<file path="src/rtl/fcta_pkg.sv">
`timescale 1ns / 1ps

package fcta_pkg;

  localparam int unsigned TABLE_DEPTH_DEF = 4096;

  localparam int unsigned SC_W   = 13;
  localparam int unsigned IDX_W  = 12;
  localparam int unsigned LINK_W = 16;
  localparam int unsigned OP_W   = 2;
  localparam int unsigned STAT_W = 2;

  localparam logic [SC_W-1:0]   SECTOR_COUNT_RST = 13'd4096;
  localparam logic [LINK_W-1:0] LINK_END         = 16'hFFFF;

  localparam logic [OP_W-1:0] OP_READ = 2'd0;
  localparam logic [OP_W-1:0] OP_SET  = 2'd1;
  localparam logic [OP_W-1:0] OP_FIND = 2'd2;

  localparam logic [STAT_W-1:0] STAT_OK     = 2'd0;
  localparam logic [STAT_W-1:0] STAT_RANGE  = 2'd1;
  localparam logic [STAT_W-1:0] STAT_NOFREE = 2'd2;

  typedef struct packed {
    logic [SC_W-1:0]   free_count;
    logic [STAT_W-1:0] status;
    logic [LINK_W-1:0] link_value;
  } fcta_res_t;

endpackage

</file>
<file path="src/rtl/fcta_ctrl.sv">
`timescale 1ns / 1ps

module fcta_ctrl #(
  parameter int unsigned TABLE_DEPTH = fcta_pkg::TABLE_DEPTH_DEF,
  localparam int unsigned AW = (TABLE_DEPTH > 1) ? $clog2(TABLE_DEPTH) : 1
) (
  input  logic                        clk_i,
  input  logic                        rst_ni,
  input  logic                        cfg_valid_i,
  input  logic [fcta_pkg::SC_W-1:0]   cfg_data_i,
  output logic                        cfg_ready_o,
  input  logic                        req_valid_i,
  output logic                        req_ready_o,
  input  logic [fcta_pkg::OP_W-1:0]   req_op_i,
  input  logic [fcta_pkg::IDX_W-1:0]  req_index_i,
  input  logic [fcta_pkg::LINK_W-1:0] req_link_i,
  output logic                        res_valid_o,
  input  logic                        res_ready_i,
  output fcta_pkg::fcta_res_t         res_o,
  output logic                        mem_we_o,
  output logic [AW-1:0]               mem_waddr_o,
  output logic [fcta_pkg::LINK_W-1:0] mem_wdata_o,
  output logic                        mem_re_o,
  output logic [AW-1:0]               mem_raddr_o,
  input  logic [fcta_pkg::LINK_W-1:0] mem_rdata_i
);
  import fcta_pkg::*;

  localparam int unsigned SC_MAX = (1 << SC_W) - 1;
  localparam int unsigned MAXC   = (TABLE_DEPTH < SC_MAX) ? TABLE_DEPTH : SC_MAX;
  localparam int unsigned CW     = $clog2(MAXC + 1);
  localparam int unsigned UW     = $clog2(TABLE_DEPTH + 1);
  localparam int unsigned CMPW   = 17;

  typedef enum logic [3:0] {
    S_CLEAR  = 4'b0001,
    S_IDLE   = 4'b0010,
    S_ACCESS = 4'b0100,
    S_SEARCH = 4'b1000
  } state_e;

  state_e            state_q, state_d;
  logic [SC_W-1:0]   sc_q;
  logic [UW-1:0]     used_q, used_d;
  logic [CW-1:0]     rover_q;
  logic [OP_W-1:0]   op_q;
  logic [IDX_W-1:0]  idx_q;
  logic [LINK_W-1:0] nl_q;
  logic              inrange_q;
  logic [CW-1:0]     chk_q;
  logic [CW-1:0]     left_q;
  logic [AW-1:0]     clr_q;

  logic [CW-1:0]     cnt;
  logic              req_fire;
  logic              res_fire;
  logic              is_rw_q;
  logic              hit;
  logic              search_done;
  logic [LINK_W-1:0] link_val;
  logic [STAT_W-1:0] stat_val;
  logic [CMPW-1:0]   free_wide;

  function automatic logic [CW-1:0] next_cand(input logic [CW-1:0] c, input logic [CW-1:0] n);
    logic [CW:0] s;
    s = {1'b0, c} + (CW+1)'(1);
    next_cand = (s >= {1'b0, n}) ? CW'(1) : s[CW-1:0];
  endfunction

  // sector count saturated into the table, at least 2
  always_comb begin
    if (CMPW'(sc_q) < CMPW'(2)) begin
      cnt = CW'(2);
    end else if (CMPW'(sc_q) > CMPW'(TABLE_DEPTH)) begin
      cnt = CW'(TABLE_DEPTH);
    end else begin
      cnt = CW'(sc_q);
    end
  end

  assign cfg_ready_o = 1'b1;
  assign req_ready_o = (state_q == S_IDLE);
  assign req_fire    = req_valid_i && req_ready_o;

  assign is_rw_q     = (op_q == OP_READ) || (op_q == OP_SET);
  assign hit         = (mem_rdata_i == '0);
  assign search_done = hit || (left_q == CW'(1));

  assign res_valid_o = (state_q == S_ACCESS) || ((state_q == S_SEARCH) && search_done);
  assign res_fire    = res_valid_o && res_ready_i;

  always_comb begin
    link_val = '0;
    stat_val = STAT_OK;
    used_d   = used_q;
    if (state_q == S_SEARCH) begin
      if (hit) begin
        link_val = LINK_W'(chk_q);
      end else begin
        stat_val = STAT_NOFREE;
      end
    end else if (is_rw_q) begin
      if (!inrange_q) begin
        stat_val = STAT_RANGE;
      end else begin
        link_val = mem_rdata_i;
        if (op_q == OP_SET) begin
          if ((mem_rdata_i == '0) && (nl_q != '0)) begin
            used_d = used_q + UW'(1);
          end else if ((mem_rdata_i != '0) && (nl_q == '0) && (used_q != '0)) begin
            used_d = used_q - UW'(1);
          end
        end
      end
    end
  end

  assign free_wide = (CMPW'(cnt) > CMPW'(used_d)) ? (CMPW'(cnt) - CMPW'(used_d)) : '0;

  assign res_o.link_value = link_val;
  assign res_o.status     = stat_val;
  assign res_o.free_count = free_wide[SC_W-1:0];

  // memory ports
  always_comb begin
    mem_re_o    = 1'b0;
    mem_raddr_o = AW'(next_cand(chk_q, cnt));
    if (state_q == S_IDLE) begin
      mem_re_o    = req_fire;
      mem_raddr_o = (req_op_i == OP_FIND) ? AW'(next_cand(rover_q, cnt)) : AW'(req_index_i);
    end else if (state_q == S_SEARCH) begin
      mem_re_o = !search_done;
    end
  end

  always_comb begin
    mem_we_o    = 1'b0;
    mem_waddr_o = AW'(idx_q);
    mem_wdata_o = nl_q;
    if (state_q == S_CLEAR) begin
      mem_we_o    = 1'b1;
      mem_waddr_o = clr_q;
      mem_wdata_o = (clr_q == '0) ? LINK_END : '0;
    end else if (state_q == S_ACCESS) begin
      mem_we_o = res_ready_i && (op_q == OP_SET) && inrange_q;
    end
  end

  always_comb begin
    state_d = state_q;
    case (state_q)
      S_CLEAR: begin
        if (clr_q == AW'(TABLE_DEPTH - 1)) begin
          state_d = S_IDLE;
        end
      end
      S_IDLE: begin
        if (req_fire) begin
          state_d = (req_op_i == OP_FIND) ? S_SEARCH : S_ACCESS;
        end
      end
      S_ACCESS, S_SEARCH: begin
        if (res_fire) begin
          state_d = S_IDLE;
        end
      end
      default: state_d = S_CLEAR;
    endcase
  end

  always_ff @(posedge clk_i or negedge rst_ni) begin
    if (!rst_ni) begin
      state_q <= S_CLEAR;
      sc_q    <= SECTOR_COUNT_RST;
      used_q  <= UW'(1);
      rover_q <= '0;
      clr_q   <= '0;
    end else begin
      state_q <= state_d;
      if (cfg_valid_i) begin
        sc_q <= cfg_data_i;
      end
      if (state_q == S_CLEAR) begin
        clr_q <= clr_q + AW'(1);
      end
      if (res_fire) begin
        used_q <= used_d;
        if ((state_q == S_SEARCH) && hit) begin
          rover_q <= chk_q;
        end
      end
    end
  end

  always_ff @(posedge clk_i) begin
    if (req_fire) begin
      op_q      <= req_op_i;
      idx_q     <= req_index_i;
      nl_q      <= req_link_i;
      inrange_q <= CMPW'(req_index_i) < CMPW'(cnt);
      chk_q     <= next_cand(rover_q, cnt);
      left_q    <= cnt - CW'(1);
    end else if ((state_q == S_SEARCH) && !search_done) begin
      chk_q  <= next_cand(chk_q, cnt);
      left_q <= left_q - CW'(1);
    end
  end

endmodule

</file>
<file path="config.mk">
export PLATFORM = sky130hd
export DESIGN_NAME = fcta_ctrl
export DESIGN_NICKNAME = d
export VERILOG_FILES = /design/src/rtl/fcta_pkg.sv /design/src/rtl/fcta_ctrl.sv
export SDC_FILE = /design/constraint.sdc
export NUM_CORES = 1
export LEC_CHECK = 0
export ABC_AREA = 1
export BUFFER_PORTS_ARGS = -buffer_cell sky130_fd_sc_hd__buf_2
export CAP_MARGIN = 20
export CORE_UTILIZATION = 55
export DETAILED_ROUTE_END_ITERATION = 16
export PLACE_DENSITY = 0.87
export SYNTH_ARGS = -nofsm -noshare
export SYNTH_HDL_FRONTEND = slang
export SYNTH_SLANG_ARGS = --single-unit
</file>
<file path="constraint.sdc">
create_clock -name clk_i -period 14.3 [get_ports clk_i]
set_input_delay 4.29 -clock clk_i [delete_from_list [all_inputs] [get_ports clk_i]]
set_output_delay 4.29 -clock clk_i [all_outputs]
set_load 0.1 [all_outputs]
</file>
## Yosys cells after proc, flatten, opt, wreduce, memory -nomap -nowiden

Index checks and enable logic that the tools add are counted.

- $add $sub $neg: 8
- $lt $le $gt $ge: 6
- Equality and inequality tests: 11
- Multiplexer cells: 37
- Reductions and logical operators: 25

Operators with widths:

| cell | number |
|---|---|
| $mux W13 | 16 |
| $mux W16 | 5 |
| $sub A13 B1 Y13 const B | 3 |
| $mux W12 | 3 |
| $logic_not A16 Y1 | 2 |
| $reduce_bool A16 Y1 | 2 |
| $add A13 B1 Y14 const B | 2 |
| $ge A14 B13 Y1 | 2 |
| $mux W4 | 4 |
| $add A13 B1 Y13 const B | 1 |
| $eq A13 B1 Y1 const B | 1 |
| $gt A13 B13 Y1 | 1 |
| $gt A13 B13 Y1 const B | 1 |
| $lt A12 B13 Y1 | 1 |
| $lt A13 B2 Y1 const B | 1 |
| $reduce_bool A13 Y1 | 1 |
| $sub A13 B13 Y13 | 1 |
| $add A12 B1 Y12 const B | 1 |
| $eq A12 B12 Y1 const B | 1 |
| $logic_not A12 Y1 | 1 |
| $pmux W4 S3 | 1 |
| $logic_and A1 B1 Y1 | 10 |
| $mux W1 | 6 |
| $eq A4 B1 Y1 const B | 1 |
| 15 further kinds | 19 |

- Register bits: 112
- Input bits: 64
- Output and inout bits: 76
- Logic and storage cells: 98

## Logic depth before layout (Yosys ltp)

Gate-level depths: netlist of the first run.

- Depth in word-level cells: 11
- Gate-level depth with buffers: 22
- Gate-level depth less buffers: 22

## Worst setup path before layout of the first run

OpenSTA, ideal clock, no wires.

- Path type: input to output
- Start point: input mem_rdata_i[15] (netlist bit)
- End point: output res_o[28] (netlist bit)
- Arrival time: 7796 ps
- Data required time: 10010 ps
- Slack: 2214 ps
- Stages: 16
- Path buffers: 0
- Path through: nor2_1 nand2_1 nor2_2 inv_2 nor2_4 nand2_4 nand2_2 nand2_4 xor2_2 ha_1 fa_1 o21ai_0 a21oi_1 o21ai_0 xor2_1 nor2_1

RTL lines:

| element | RTL line | RTL |
|---|---|---|
| start, declared | fcta_ctrl.sv:25 | `input logic [fcta_pkg::LINK_W-1:0] mem_rdata_i` |
| end, declared | fcta_ctrl.sv:19 | `output fcta_pkg::fcta_res_t res_o,` |

==> reports/metrics.csv, run 1 <==
metric;value;unit
synth.net_count;1296;
vias_per_cell;5.70;
cts_root_buffer;clkbuf_16;
yosysWarnings;0;
tns;0;ns
ys_top_cells_by_count;nand2_1 (290), inv_1 (131), nor2_1 (99);
switchingPower;0.000299;W
tritoncts;yes;
placed_area;9740;µm²
drt-initial-drc-count;893;
pre_cts_ws;2.03;ns
vdd_ir_drop_max;0.0000879;V
io_pins;140;
p_sw_share;36.6;%
antenna_found_initial;1;
ff_latch_area;3090;µm²
yosysUniqueCellTypes;55;
grt_use_total;30.4;%
synth_area;8940;µm²
path_class;in2out;
p_leak;4.94;nW
die_area;16800;µm²
grt_pass1_wl;39200;µm
post-route-min-period;12.31;ns
rsz0062_at_grt;no;
synth_seq_cells;112;
fmax;81.3;MHz
multiInputGateArea;5070;µm²
critPathLaunchType;input pin;
synth_area_per_cell;7.62;µm²
ys_seq_area_share;34.6;%
async_flop_share;49.1;%
synth-edff-count;57;
cts_max_level;3;
cts.sinks;112;
outcome;completed;
first_global_vias;8013;
clk_pin_slew_worst_paths;0.08;ns
overflow;0;
yosys.cell_count.top_type;nand2_1;
p_clk_share;31.8;%
initial_core_util;56.3;%
cpMostUsedCell;nand2_1;
worst_slack;1.99;ns
dr.pass1.iters;5;
arrival;8.02;ns
p_seq_share;42.5;%
synthTopCellsByArea;edfxtp_1 (19%), dfrtp_1 (15%), nand2_1 (12%);
hp-class;reg2reg;
die_x;129;µm
drc;0;
clock_latency;0.38;ns
cp_cell_sequence;buf_2 > nor2_1 > nand2_1 > nor2_2 > nand2_2 > nor2_2 > nand2_1 > o21ai_0 > nand3_1 > nand2_1 > inv_1 > ha_1 > inv_1 > nor3_1 > nand2_1 > o31ai_2 > nor2_1 > buf_2;
cp-end-kind;primary output;
power.total;0.000816;W
cts_setup_buffers;0;
route.antenna.remaining_nets;0;
max-clock-path-buffers;2;
nFillCells;1350;
slew_headroom;21.0;%
drive_above_1_share;21.0;%
cts_made_buffers;9;
fin_worst_skew;0.0109;ns
slowest_delay;0.80;ns
synthCells;1172;
powerDensity;81.4;nW/µm²
routedWlPerCell;16.4;µm
final_area;10000;µm²
die_h;129;µm
hold_viol_final;0;
p_int;0.000517;W
synth_top_area_share;19.2;%
finalSetupViolations;0;
fp.coreArea;15900;µm²
tightestPinTransition;1.18;ns
numPortBuffers;138;
hold_buffers;0;
cp.required;10.01;ns
crit_fanout;13;
maxCapViolCount;0;
slowest_stage;o31ai_2;
combPwrFrac;25.7;%
place_hpwl;18600;µm
finalCritPeriodShare;86.1;%
layout.nets;1414;
synth_top_area_cell;edfxtp_1;
syn2layout_area_growth;12.2;%
slew_viol_final;0;
grt_start_max_net_pins;64;
num_vias;8620;
cts_resized;0;
routed_wl;24800;µm
gp_congestion;0.982;
synth_ff_type;edfxtp_1;
core.rowCount;46;
[routing by layer]
metal	share of wire, %	GRT usage (%)
met5	0	0
met4	3.3	14.4
met3	8.9	5.12
met2	46	49.6
met1	42	39.3
[sequential cells by signal (all words and copies together) (netlist names), 4 cells and up]
signal   cells
chk_q       13
clr_q       12
idx_q       12
left_q      13
nl_q        16
rover_q     13
sc_q        13
state_q      4
used_q      13
[worst max-delay path, delay by kind of cell]
family / cells / cell delay (ns)
AOI/OAI and AO/OA: 2 / 1.03
adders and majority gates: 1 / 0.37
buffers and inverters: 4 / 0.56
and+or+nand+nor: 11 / 1.74
[cell usage in the layout (no fill, tap or decap), types with 11 or more instances in the layout]
| cell type | Yosys | final |
|---|---|---|
| nand2_1 | 290 | 290 |
| buf_2 | 12 | 138 |
| inv_1 | 131 | 131 |
| nor2_1 | 99 | 99 |
| nand3_1 | 95 | 95 |
| o21ai_0 | 67 | 67 |
| ha_1 | 59 | 59 |
| edfxtp_1 | 57 | 57 |
| dfrtp_1 | 52 | 52 |
| xor2_1 | 34 | 34 |
| a21oi_1 | 33 | 33 |
| nand4_1 | 31 | 31 |
| inv_2 | 19 | 19 |
| o21ai_1 | 18 | 18 |
| o21ai_2 | 17 | 17 |
| nand3_2 | 14 | 14 |
| nor3_1 | 14 | 14 |
| nor2_2 | 12 | 12 |
| nand2_2 | 11 | 11 |
[final cells by class]
type                            instances  share of cell area [%]
Timing Repair Buffer                  142                    7.39
Clock inverter                          7                   0.636
Inverter                              150                    5.61
Sequential cell                       112                    30.8
Antenna cell                            1                  0.0250
Clock buffer                            9                    2.25
Tap cell                              216                    2.69
Multi-Input combinational cell        875                    50.6
[metrics by stage]
stage / instances / utilization [%] / hold WS (ns)
finish: 1512 / 63.1 / 0.509
global route: 1512 / 63.1 / 0.521
CTS: 1511 / 63.1 / 0.507
detailed placement: 1495 / 61.3 / 0.492
global placement: 1494 / 61.1 / 0.484
floorplan: 1172 / - / 0.464
[logic make-up after synthesis]
kind of cell               synth area share, %
and+or+nand+nor                           31.2
buffers and inverters                     8.65
AOI/OAI and AO/OA                         11.1
DFF                                       34.6
adders and majority gates                 8.49
xor gates and xnor gates                  4.76
muxes                                     1.25
other                                   0.0420
[power by group through the flow]
stage | sequential [W] | combinational, W | clock [W]
floorplan | 0.000352 | 0.000161 | 0
global placement | 0.000353 | 0.000203 | 0
detailed placement | 0.000353 | 0.000207 | 0
CTS | 0.000347 | 0.000208 | 0.000260
global route | 0.000347 | 0.000225 | 0.000271
finish | 0.000347 | 0.000210 | 0.000259
[final timing paths]
path,startpoint,end,slack [ns],cells after the start
max,mem_rdata_i[12],res_o[30],1.99,18
min,clr_q[0],clr_q[0],0.51,1
max reg2reg,chk_q[0],chk_q[11],10.63,14
min reg2reg,clr_q[0],clr_q[0],0.51,1
max in group asynchronous,rst_ni,sc_q[9],9.73,2
min in group asynchronous,rst_ni,rover_q[8],4.04,2
Power figures use the tool's default switching activity.
==> run 2: changes to the inputs <==
--- a/config.mk
+++ b/config.mk
@@ -8,9 +8,11 @@
 export ABC_AREA = 1
 export BUFFER_PORTS_ARGS = -buffer_cell sky130_fd_sc_hd__buf_2
 export CAP_MARGIN = 20
-export CORE_UTILIZATION = 55
+export CORE_MARGIN = 4
+export CORE_UTILIZATION = 53
 export DETAILED_ROUTE_END_ITERATION = 16
 export PLACE_DENSITY = 0.87
+export SETUP_SLACK_MARGIN = 0.2
 export SYNTH_ARGS = -nofsm -noshare
 export SYNTH_HDL_FRONTEND = slang
 export SYNTH_SLANG_ARGS = --single-unit
==> constraint.sdc (replaced) <==
create_clock -name clk_i -period 9.9 [get_ports clk_i]
set_input_delay 2.97 -clock clk_i [delete_from_list [all_inputs] [get_ports clk_i]]
set_output_delay 2.97 -clock clk_i [all_outputs]
set_load 0.1 [all_outputs]
==> reports/metrics.csv, run 2 (synthesis results as in run 1) <==
metric;value;unit;change
maxCapViolCount;0;;unchanged
fmax;107;MHz;
die_area;19000;µm²;+13%
max-clock-path-buffers;2;;unchanged
clock_latency;0.37;ns;about the same
cts.sinks;112;;unchanged
tightestPinTransition;1.08;ns;-0.102 ns
dr_wl_met3;2100;µm;-4.4%
worstHoldStart;clr_q[10];;
diodes;0;;-1
clk_pin_slew_worst_paths;0.07;ns;about the same
multiInputGateArea;5080;µm²;+0.27%
drt-initial-drc-count;833;;-6.7%
cts_max_level;3;;unchanged
cp.required;6.93;ns;-3.08 ns
num_vias;8507;;-1.3%
hold_viol_final;0;;unchanged
largest_reg_flops;16;;unchanged
r2r-start;chk_q[0];;
outcome;completed;;
p_leak;4.94;nW;about the same
grt_start_max_net_pins;64;;unchanged
fp.coreArea;16500;µm²;+4.0%
numPortBuffers;138;;unchanged
ff_latch_area;3090;µm²;unchanged
regMostFlops;nl_q;;
syn2layout_area_growth;12.3;%;about the same
wl_met2;11600;µm;+1.8%
cp_cell_sequence;buf_2 > nor2_1 > nand2_1 > nor2_2 > nand2_2 > nand3_1 > nand2_2 > nand2_4 > inv_2 > o21ai_2 > inv_1 > fa_1 > o21ai_0 > a21oi_1 > o21ai_0 > xor2_1 > nor2_1 > buf_2;;
drive_above_1_share;20.8;%;-0.15 points
vias_per_cell;5.62;;-1.5%
final_common_cell;nand2_1;;
rsz0062_at_grt;no;;
slowest_delay;0.45;ns;-0.35 ns
route.antenna.remaining_nets;0;;unchanged
switchingPower;0.000419;W;+40%
startpoint;mem_rdata_i[15];;
grt_use_total;26.6;%;-3.8 points
critPathLaunchType;input pin;;
hold_buffers;0;;unchanged
critPathTopFamily;simple AND/OR/NAND/NOR gates;;
core.rowCount;47;;+2.2%
routedWlPerCell;16.4;µm;+0.37%
finalSetupViolations;0;;unchanged
layout.nets;1414;;unchanged
slew_headroom;27.9;%;+6.9 points
die_x;138;µm;+6.5%
finalCritPeriodShare;94.2;%;
slowest_stage;fa_1;;
p_sw_share;36.0;%;-0.67 points
p_seq_share;43.0;%;+0.5 points
final_cells;1515;;+0.20%
p_int;0.000746;W;+44%
cp_num_buf_inv;4;;unchanged
gp_congestion;0.939;;-4.3%
powerDensity;116;nW/µm²;+43%
top_layer;met4;;
place_hpwl;19100;µm;+2.7%
cts_setup_buffers;0;;unchanged
initial_core_util;54.1;%;-2.2 points
die_h;138;µm;+6.5%
tritoncts;yes;;
place_inst;1498;;+0.20%
dr.pass1.iters;5;;unchanged
first_global_vias;8129;;+1.4%
path_class;in2out;;
fin_worst_skew;0.00878;ns;-0.00210 ns
nFillCells;1456;;+7.9%
slew_viol_final;0;;unchanged
tns;0;ns;unchanged
cts_made_buffers;9;;unchanged
drc;0;;unchanged
p_clk_share;30.7;%;-1.1 points
vdd_ir_drop_max;0.000127;V;+44%
cts_root_buffer;clkbuf_16;;
post-route-min-period;9.33;ns;
overflow;0;;unchanged
layout_common_cells;nand2_1 (290), buf_2 (137), inv_1 (131);;
crit_fanout;6;;-7
drt-met1-wl;10400;µm;+0.63%
io_pins;140;;unchanged
combPwrFrac;26.3;%;+0.6 points
arrival;6.36;ns;-1.66 ns
cp-end-kind;primary output;;
grt_pass1_wl;39900;µm;+1.7%
antenna_found_initial;0;;-1
hp-class;reg2reg;;
routed_wl;24900;µm;+0.57%
[run 2: power groups by stage]
stage               Sequential [W]  Clock (W)  Combinational (W)
floorplan                 0.000509          0           0.000233
global placement          0.000510          0           0.000295
detailed placement        0.000511          0           0.000300
CTS                       0.000501   0.000361           0.000302
global route              0.000502   0.000381           0.000330
finish                    0.000501   0.000358           0.000306
[run 2: final timing paths]
kind | end | slack (ns) | cells after the start
setup / recovery | res_o[28] | 0.57 | 18
max in group asynchronous | used_q[2] | 6.60 | 2
setup reg to reg | chk_q[5] | 6.30 | 14
min in group asynchronous | rover_q[7] | 2.74 | 2
hold reg to reg | clr_q[10] | 0.51 | 1
hold / removal | clr_q[10] | 0.51 | 1
[run 2: worst reg2reg max path, delay by kind of cell, from the launching register on]
kind	cells	cell delay, ns
flip-flops	1	0.50
adder cells (fa/ha/maj)	2	0.50
AO/OA/AOI/OAI	4	0.82
buffers and inverters	2	0.26
AND/OR/NAND/NOR	6	1.38
[run 2: timing repair]
item	4_1_cts	5_1_grt
setup endpoints to repair	0	13
hold endpoints to repair	0	0
gates resized for setup	0	3
[run 2: stage by stage]
| stage | utilization (%) | setup slack, ns | cell area, µm² | hold WS (ns) | total power, W |
|---|---|---|---|---|---|
| after floorplan | - | 0.454 | 8940 | 0.464 | 0.000742 |
| after global placement | 58.8 | 0.322 | 9710 | 0.483 | 0.000805 |
| after detailed placement | 58.8 | 0.236 | 9710 | 0.494 | 0.000811 |
| after CTS | 60.4 | 0.213 | 9990 | 0.510 | 0.00116 |
| after global routing | 60.7 | 0.242 | 10000 | 0.539 | 0.00121 |
| final | 60.7 | 0.571 | 10000 | 0.509 | 0.00116 |
[run 2: per-layer routing]
layer  global-route usage (%)  up-vias
li1                         -     4116
met5                        0        -
met3                     5.55       62
met2                     43.9      357
met1                     34.6     3972
met4                     9.82        0
[run 2: area by class of cell]
type                    count  share of cell area, %
repair buffers            142                   7.41
inverters                 150                   5.61
multi-input cells         875                   50.7
flip-flops and latches    112                   30.8
clock buffers              11                   2.32
well taps                 220                   2.74
clock inverters             5                  0.399
==> run 3: changes to the inputs <==
--- a/config.mk
+++ b/config.mk
@@ -9,9 +9,10 @@
 export BUFFER_PORTS_ARGS = -buffer_cell sky130_fd_sc_hd__buf_2
 export CAP_MARGIN = 20
 export CORE_MARGIN = 4
-export CORE_UTILIZATION = 53
+export CORE_UTILIZATION = 45
+export CTS_CLUSTER_DIAMETER = 50
 export DETAILED_ROUTE_END_ITERATION = 16
-export PLACE_DENSITY = 0.87
+export PLACE_DENSITY = 0.77
 export SETUP_SLACK_MARGIN = 0.2
 export SYNTH_ARGS = -nofsm -noshare
 export SYNTH_HDL_FRONTEND = slang
==> reports/metrics.csv, run 3 (synthesis results as in run 1) <==
metric;value;unit;change
outcome;completed;;
die_area;22200;µm²;+17%
fin_worst_skew;0.0148;ns;+0.00604 ns
post-route-min-period;9.36;ns;+0.0351 ns
slew_viol_final;0;;unchanged
slowest_delay;0.45;ns;about the same
drt-initial-drc-count;640;;-23%
maxCapViolCount;0;;unchanged
die_x;149;µm;+8.0%
syn2layout_area_growth;13.2;%;
route.antenna.remaining_nets;0;;unchanged
path_class;in2out;;
drc;0;;unchanged
crit_fanout;6;;unchanged
die_h;149;µm;+8.0%
tritoncts;yes;;
regMostFlops;nl_q;;
tns;0;ns;unchanged
clk_pin_slew_worst_paths;0.08;ns;about the same
fp.coreArea;19500;µm²;+18%
finalSetupViolations;0;;unchanged
drive_above_1_share;21.0;%;+0.14 points
hp-class;reg2reg;;
initial_core_util;45.8;%;-8.3 points
cp_num_buf_inv;4;;unchanged
final_common_cell;nand2_1;;
slew_headroom;39.7;%;+12 points
routedWlPerCell;16.2;µm;-1.6%
cts_max_level;3;;unchanged
rsz0062_at_grt;no;;
routed_wl;25300;µm;+1.4%
num_vias;8431;;-0.89%
grt_start_max_net_pins;64;;unchanged
whs;0.504;ns;-0.00526 ns
vdd_ir_drop_max;0.000116;V;-8.5%
p_leak;4.96;nW;+0.28%
core.rowCount;51;;+8.5%
largest_reg_flops;16;;unchanged
tightestPinTransition;0.901;ns;-0.175 ns
clock_latency;0.37;ns;about the same
cp_cell_sequence;buf_2 > nor2_1 > nand2_1 > nor2_1 > nand2_2 > nand3_1 > nand2_2 > nand2_4 > inv_2 > o21ai_2 > inv_1 > fa_1 > o21ai_0 > a21oi_1 > o21ai_0 > xor2_1 > nor2_1 > buf_2;;
gp_congestion;0.951;;+1.3%
critPathTopFamily;simple AND/OR/NAND/NOR gates;;
hold_buffers;0;;unchanged
cp-end-kind;primary output;;
fmax;107;MHz;-0.38%
powerDensity;119;nW/µm²;+2.5%
numPortBuffers;138;;unchanged
grt_use_total;22.8;%;-3.8 points
critPathLaunchType;input pin;;
cts_made_buffers;9;;unchanged
finalCritPeriodShare;94.6;%;+0.35 points
cpMostUsedCell;nor2_1;;
layout.nets;1415;;+0.071%
cts_setup_buffers;0;;unchanged
place_hpwl;19600;µm;+2.8%
place_inst;1544;;+3.1%
antenna_found_initial;0;;unchanged
grt_pass1_wl;40500;µm;+1.6%
nFillCells;1856;;+27%
final_cells;1561;;+3.0%
cts_root_buffer;clkbuf_16;;
slowest_stage;fa_1;;
first_global_vias;7952;;-2.2%
arrival;6.39;ns;+0.03 ns
dr.pass1.iters;5;;unchanged
cts.sinks;112;;unchanged
hold_viol_final;0;;unchanged
diodes;0;;unchanged
max-clock-path-buffers;2;;unchanged
power.total;0.00120;W;+3.4%
vias_per_cell;5.40;;-3.8%
overflow;0;;unchanged
cp.required;6.93;ns;about the same
layout_common_cells;nand2_1 (290), buf_2 (137), inv_1 (131);;
io_pins;140;;unchanged
==> run 3: cell types whose count changed in the layout (fill, tap and decap cells not counted), sizes merged <==
cell,previous run,this run
inv,154,153
clkinv,1,2
clkbuf,12,10
bufinv,0,1
clkinvlp,0,1
buf,141,142
==> run 3: power breakdown <==
part	total (W)	internal (W)	switching, W
registers	0.000501	0.000494	0.00000676
logic	0.000307	0.0000764	0.000231
clock network	0.000396	0.000203	0.000193
==> run 3: per-stage QoR <==
stage	worst slack [ns]	util, %	cell area [µm²]
floorplan	0.454	-	8940
global placement	0.320	50.1	9780
detailed placement	0.202	50.1	9780
CTS	0.433	51.7	10100
global route	0.227	51.8	10100
finish	0.536	51.8	10100
==> run 3: what timing repair did <==
action,CTS,global route
endpoints found under the setup margin,1,13
gates resized for setup,1,2
pin swaps,0,0
==> run 3: worst reg2reg max path, delay by kind of cell, from the launching register on <==
kind | cells | cell delay [ns]
AO/OA/AOI/OAI | 3 | 0.69
adder cells (fa/ha/maj) | 1 | 0.29
buffers and inverters | 3 | 0.57
flip-flops | 1 | 0.66
AND/OR/NAND/NOR | 7 | 1.22
==> run 3: per-layer routing <==
metal  GRT usage [%]  share of wire (%)  routed length (µm)  vias up
met2            36.5                 45               11500      335
met4            7.55                2.6                 661        0
met1            31.3                 44               11200     3925
met3            3.98                7.5                1890       49
li1                -                  -                   -     4122
met5               0                  0                   0        -
==> run 3: area by class of cell <==
| type | instances | area [µm²] | share of cell area (%) |
|---|---|---|---|
| Inverter | 150 | 563 | 5.56 |
| Clock buffer | 9 | 225 | 2.23 |
| Multi-Input combinational cell | 875 | 5080 | 50.2 |
| Clock inverter | 7 | 88.8 | 0.878 |
| Timing Repair Buffer | 143 | 734 | 7.26 |
| Sequential cell | 112 | 3090 | 30.6 |
| Tap cell | 265 | 332 | 3.28 |
==> run 3: final timing paths <==
kind                           startpoint         end  slack [ns]  cells after the start
setup reg to reg                 sc_q[12]   chk_q[10]        6.33                     14
hold reg to reg                  clr_q[0]    clr_q[0]        0.50                      1
max in group asynchronous          rst_ni    sc_q[10]        6.61                      2
setup / recovery           mem_rdata_i[6]   res_o[28]        0.54                     18
hold / removal                   clr_q[0]    clr_q[0]        0.50                      1
min in group asynchronous          rst_ni  rover_q[7]        2.73                      2
